## config.mk

```make
export PLATFORM = sky130hd
export DESIGN_NAME = emp_alu
export DESIGN_NICKNAME = d
export VERILOG_FILES = /design/src/rtl/emp_pkg.sv /design/src/rtl/emp_alu.sv
export SDC_FILE = /design/constraint.sdc
export NUM_CORES = 2
export LEC_CHECK = 0
export BUFFER_PORTS_ARGS = -buffer_cell sky130_fd_sc_hd__buf_2
export CORE_ASPECT_RATIO = 1.2
export CORE_UTILIZATION = 62
export DETAILED_ROUTE_END_ITERATION = 16
export PLACE_DENSITY_LB_ADDON = 0.05
export SETUP_SLACK_MARGIN = 0.1
export SKIP_CTS_REPAIR_TIMING = 1
export SYNTH_ARGS = -nofsm -noshare
export SYNTH_HDL_FRONTEND = slang
export SYNTH_SLANG_ARGS = --single-unit
```

## constraint.sdc

```tcl
create_clock -name clk -period 28.1 [get_ports clk]
set_input_delay 2.81 -clock clk [delete_from_list [all_inputs] [get_ports clk]]
set_output_delay 2.81 -clock clk [all_outputs]
set_load 0.01 [all_outputs]
```

## src/rtl/emp_pkg.sv

```systemverilog
// ----------------------------------------------------------------------------
// emp_pkg
// shared types and opcodes for the expression max block
// ----------------------------------------------------------------------------
package emp_pkg;

    localparam int VALUE_W = 64;
    localparam int OUT_W   = 52;

    localparam logic [1:0] OP_ADD = 2'd0;
    localparam logic [1:0] OP_SUB = 2'd1;
    localparam logic [1:0] OP_MUL = 2'd2;

    typedef logic signed [VALUE_W-1:0] value_t;

    // one table entry: best and worst value of a sub-range
    typedef struct packed {
        value_t hi;
        value_t lo;
    } entry_t;

    typedef struct packed {
        logic       go;
        logic [1:0] op;
    } alu_ctl_t;

endpackage

```

## src/rtl/emp_alu.sv

```systemverilog
// ----------------------------------------------------------------------------
// emp_alu
// add, subtract or multiply modulo 2^64; multiply uses one 32x32 unit
// over three partial products
// ----------------------------------------------------------------------------
module emp_alu
    import emp_pkg::*;
(
    input  logic     clk,
    input  logic     rst_n,
    input  alu_ctl_t ctl,
    input  value_t   a,
    input  value_t   b,
    output logic     done,
    output value_t   result
);

    logic        busy_reg, busy_next;
    logic        mul_reg, mul_next;
    logic [2:0]  step_reg, step_next;
    value_t      a_reg, a_next;
    value_t      b_reg, b_next;
    logic [63:0] prod_reg, prod_next;
    value_t      acc_reg, acc_next;
    logic [31:0] mul_x, mul_y;

    assign done   = busy_reg && (!mul_reg || step_reg == 3'd4);
    assign result = acc_reg;

    always_comb
    begin
        mul_x = a_reg[31:0];
        mul_y = b_reg[31:0];
        case (step_reg)
            3'd1:    mul_y = b_reg[63:32];
            3'd2:    mul_x = a_reg[63:32];
            default: ;
        endcase
    end

    always_comb
    begin
        busy_next = busy_reg;
        mul_next  = mul_reg;
        step_next = step_reg;
        a_next    = a_reg;
        b_next    = b_reg;
        prod_next = prod_reg;
        acc_next  = acc_reg;
        if (ctl.go)
        begin
            busy_next = 1'b1;
            a_next    = a;
            b_next    = b;
            step_next = 3'd0;
            case (ctl.op)
                OP_MUL:
                begin
                    mul_next = 1'b1;
                    acc_next = '0;
                end
                OP_SUB:
                begin
                    mul_next = 1'b0;
                    acc_next = a - b;
                end
                default:
                begin
                    mul_next = 1'b0;
                    acc_next = a + b;
                end
            endcase
        end
        else if (done)
        begin
            busy_next = 1'b0;
        end
        else if (busy_reg && mul_reg)
        begin
            step_next = step_reg + 3'd1;
            prod_next = {32'd0, mul_x} * {32'd0, mul_y};
            case (step_reg)
                3'd1:    acc_next = acc_reg + value_t'(prod_reg);
                3'd2,
                3'd3:    acc_next = acc_reg + value_t'({prod_reg[31:0], 32'd0});
                default: ;
            endcase
        end
    end

    always_ff @(posedge clk or negedge rst_n)
    begin
        if (!rst_n)
        begin
            busy_reg <= 1'b0;
            mul_reg  <= 1'b0;
            step_reg <= '0;
        end
        else
        begin
            busy_reg <= busy_next;
            mul_reg  <= mul_next;
            step_reg <= step_next;
        end
    end

    always_ff @(posedge clk)
    begin
        a_reg    <= a_next;
        b_reg    <= b_next;
        prod_reg <= prod_next;
        acc_reg  <= acc_next;
    end

endmodule

```

==> flow_metrics.py <==
metrics = {
    "cts": {
        "cts.clk_slew.worst_paths_ns": 0.07,
        "htreeDepth": 1,
        "cts_root_buffer": "clkbuf_16",
        "cts.sinks": 261,
        "cts_inserted_buffers": 27,
        "insertion_delay_ns": 0.62,
        "cts_tree": "done",
        "cts_max_path_buffers": 3,
    },
    "die": {
        "die_area_mm2": 0.08467,
        "core_area_mm2": 0.08230,
        "initial_utilization_pct": 62.90,
        "die_h_um": 318.6,
        "rows": 115,
        "io_pins": 198,
        "die_x_um": 265.8,
    },
    "cells_and_area": {
        "final_common_cell": "fa_1",
        "final_area_mm2": 0.05490,
        "drive_gt1_share_pct": 8.195,
        "layout.nets": 7148,
        "syn_to_final_growth_pct": 6.047,
        "final_cell_mix": "899 x fa_1, 894 x inv_1, 690 x nor2_1",
        "final_cells": 6831,
    },
    "placed_design": {
        "place.port_buffers": 197,
        "dpl.hpwl_um": 152400,
        "dpl_cell_area_mm2": 0.05394,
        "gp_congestion": 1.045,
        "dp.cells": 6771,
    },
    "grt": {
        "grt_pass1_wl_um": 284400,
        "overflow": 0,
        "grt_pass1_vias": 44924,
        "grt_usage_pct": 46.46,
        "grt_max_degree": 62,
        "antenna_found_initial": 18,
    },
    "sta": {
        "worst_slew_margin_rel_pct": 20.29,
        "finalHoldViolCount": 0,
        "fmax_mhz": 85.57,
        "drv_slew": 0,
        "whs_ns": 0.5282,
        "worst_pin_slew_ns": 1.171,
        "skew_ns": 0.04017,
        "setup-violations-final": 0,
        "finalSetupTns_ns": 0,
        "final.period_utilization_pct": 41.59,
        "rsz0062_at_grt": "false",
        "min_period_ns": 11.69,
    },
    "synth": {
        "synth_enable_flop_cells": 256,
        "ys_warn_count": 0,
        "synth_seq_cells": 261,
        "syn_inst": 5658,
        "syn_area_mm2": 0.05177,
        "synthDistinctLibCells": 78,
        "synth_flop_cell": "edfxtp_1",
        "synthArstFlopShare_pct": 1.916,
        "syn_nets": 7116,
        "avgSynthCellArea_um2": 9.150,
        "synth-seq-area-share_pct": 15.09,
    },
    "detailed_routing": {
        "vias_per_cell": 6.397,
        "post-route-drc-count": 0,
        "wire_per_inst_um": 28.22,
        "vias": 43701,
        "drtIter0Drc": 4499,
        "drt-pass1-iter-count": 8,
        "drt_wl_total_um": 192800,
        "ant_nets": 0,
    },
    "setup_path": {
        "cp_max_fo": 40,
        "crit_type": "flip-flop to flip-flop",
        "path_common_cell": "fa_1",
        "worstPathArrival_ns": 12.02,
        "reg2reg_to": "prod_reg[60]",
        "r2r-start": "step_reg[0]",
        "cp.required_ns": 28.43,
        "startpoint_type": "flip-flop",
        "critPathSlowestCell": "mux2i_2",
        "rr_worst_depth": 29,
        "r2r_slack_ns": 16.41,
        "slowest_delay_ns": 0.88,
        "cp-end-kind": "flip-flop",
    },
    "hold_path": {
        "hold_path_class": "flip-flop to flip-flop",
        "worstHoldStart": "mul_reg",
        "min_to": "mul_reg",
        "whs_path_depth": 2,
    },
    "outcome": {
        "status": "finished, final reports clean",
    },
    "flow_run": {
        "max-cap-violations": 0,
    },
}
[routing by layer]
metal	wire (um)	up-vias	track usage (%)
li1	-	18304	-
met1	67270	21613	57.51
met2	83760	2918	70.41
met3	23090	846	11.21
met4	18550	20	35.25
met5	125	-	0
[Yosys cell counts, types with 8 or more instances]
library cell,n,area (um^2)
buf_1,21,78.83
a211oi_1,21,157.7
or2_2,9,56.30
and2_1,16,100.1
o21a_1,26,195.2
ha_1,426,5330
nor3_1,47,235.2
o41ai_1,9,78.83
nand3_1,49,245.2
inv_1,894,3356
a21boi_0,9,67.56
a21oi_1,253,1266
fa_1,899,18000
xnor2_1,154,1349
a31o_2,11,96.34
mux2_2,64,720.7
o22ai_1,37,231.5
o221ai_1,11,96.34
nor2_1,692,2597
o21bai_1,36,270.3
nand4_1,51,319.1
edfxtp_1,256,7687
o211ai_1,17,127.6
nor4_1,13,81.33
a22oi_1,10,75.07
o21ai_0,163,815.8
xor2_1,109,954.7
nand2_1,630,2365
nand2b_1,34,212.7
and4_1,8,70.07
or3_1,19,118.9
o31ai_1,16,120.1
a21o_1,150,1126
and3_1,19,118.9
nor2b_1,26,162.7
a31oi_1,31,193.9
clkbuf_1,247,927.1
mux2i_1,76,760.7
[critical path, delay by kind of cell (launching register included)]
| kind | cells | cell delay [ns] |
|---|---|---|
| buf+inv | 5 | 1.35 |
| simple gates | 4 | 2.07 |
| mux | 1 | 0.88 |
| xor+xnor | 1 | 0.09 |
| compound gates | 8 | 2.13 |
| flops | 1 | 0.42 |
| fa+ha+maj | 10 | 4.46 |
[logic make-up (layout without fill, tap and decap cells)]
logic type / count (synthesis) / in the layout / share of synthesized area, %
muxes: 140 / 140 / 2.861
AOI/OAI and AO/OA: 864 / 864 / 10.65
adders and majority gates: 1325 / 1325 / 45.06
DFF: 261 / 261 / 15.09
and+or+nand+nor: 1640 / 1640 / 13.40
xor gates and xnor gates: 263 / 263 / 4.449
buffers and inverters: 1165 / 1218 / 8.495
other: 0 / 9 / 0
[worst max path at each step]
stage	start	to	slack, ns
floorplan	step_reg[1]	prod_reg[61]	18.76
global placement	step_reg[0]	prod_reg[56]	16.80
detailed placement	step_reg[0]	prod_reg[60]	16.63
CTS	step_reg[0]	prod_reg[60]	16.57
global route	step_reg[0]	prod_reg[60]	15.97
finish	step_reg[0]	prod_reg[60]	16.41
[stage by stage]
stage	worst slack [ns]	util [%]
floorplan	18.76	-
global placement	16.80	65.54
detailed placement	16.63	65.54
CTS	16.57	66.65
global route	15.97	66.69
finish	16.41	66.71
[cell type report]
| cell class | count | area, um^2 |
|---|---|---|
| clock inverters | 20 | 225.2 |
| diodes | 9 | 22.52 |
| flip-flops and latches | 261 | 7812 |
| fillers | 6819 | 27400 |
| well taps | 1111 | 1390 |
| repair buffers | 274 | 1590 |
| clock buffers | 30 | 686.9 |
| multi-input cells | 4232 | 39820 |
| inverters | 894 | 3356 |
Power is not shown: default switching activity piles up to over one toggle a cycle in this logic, so the estimate is an artifact.
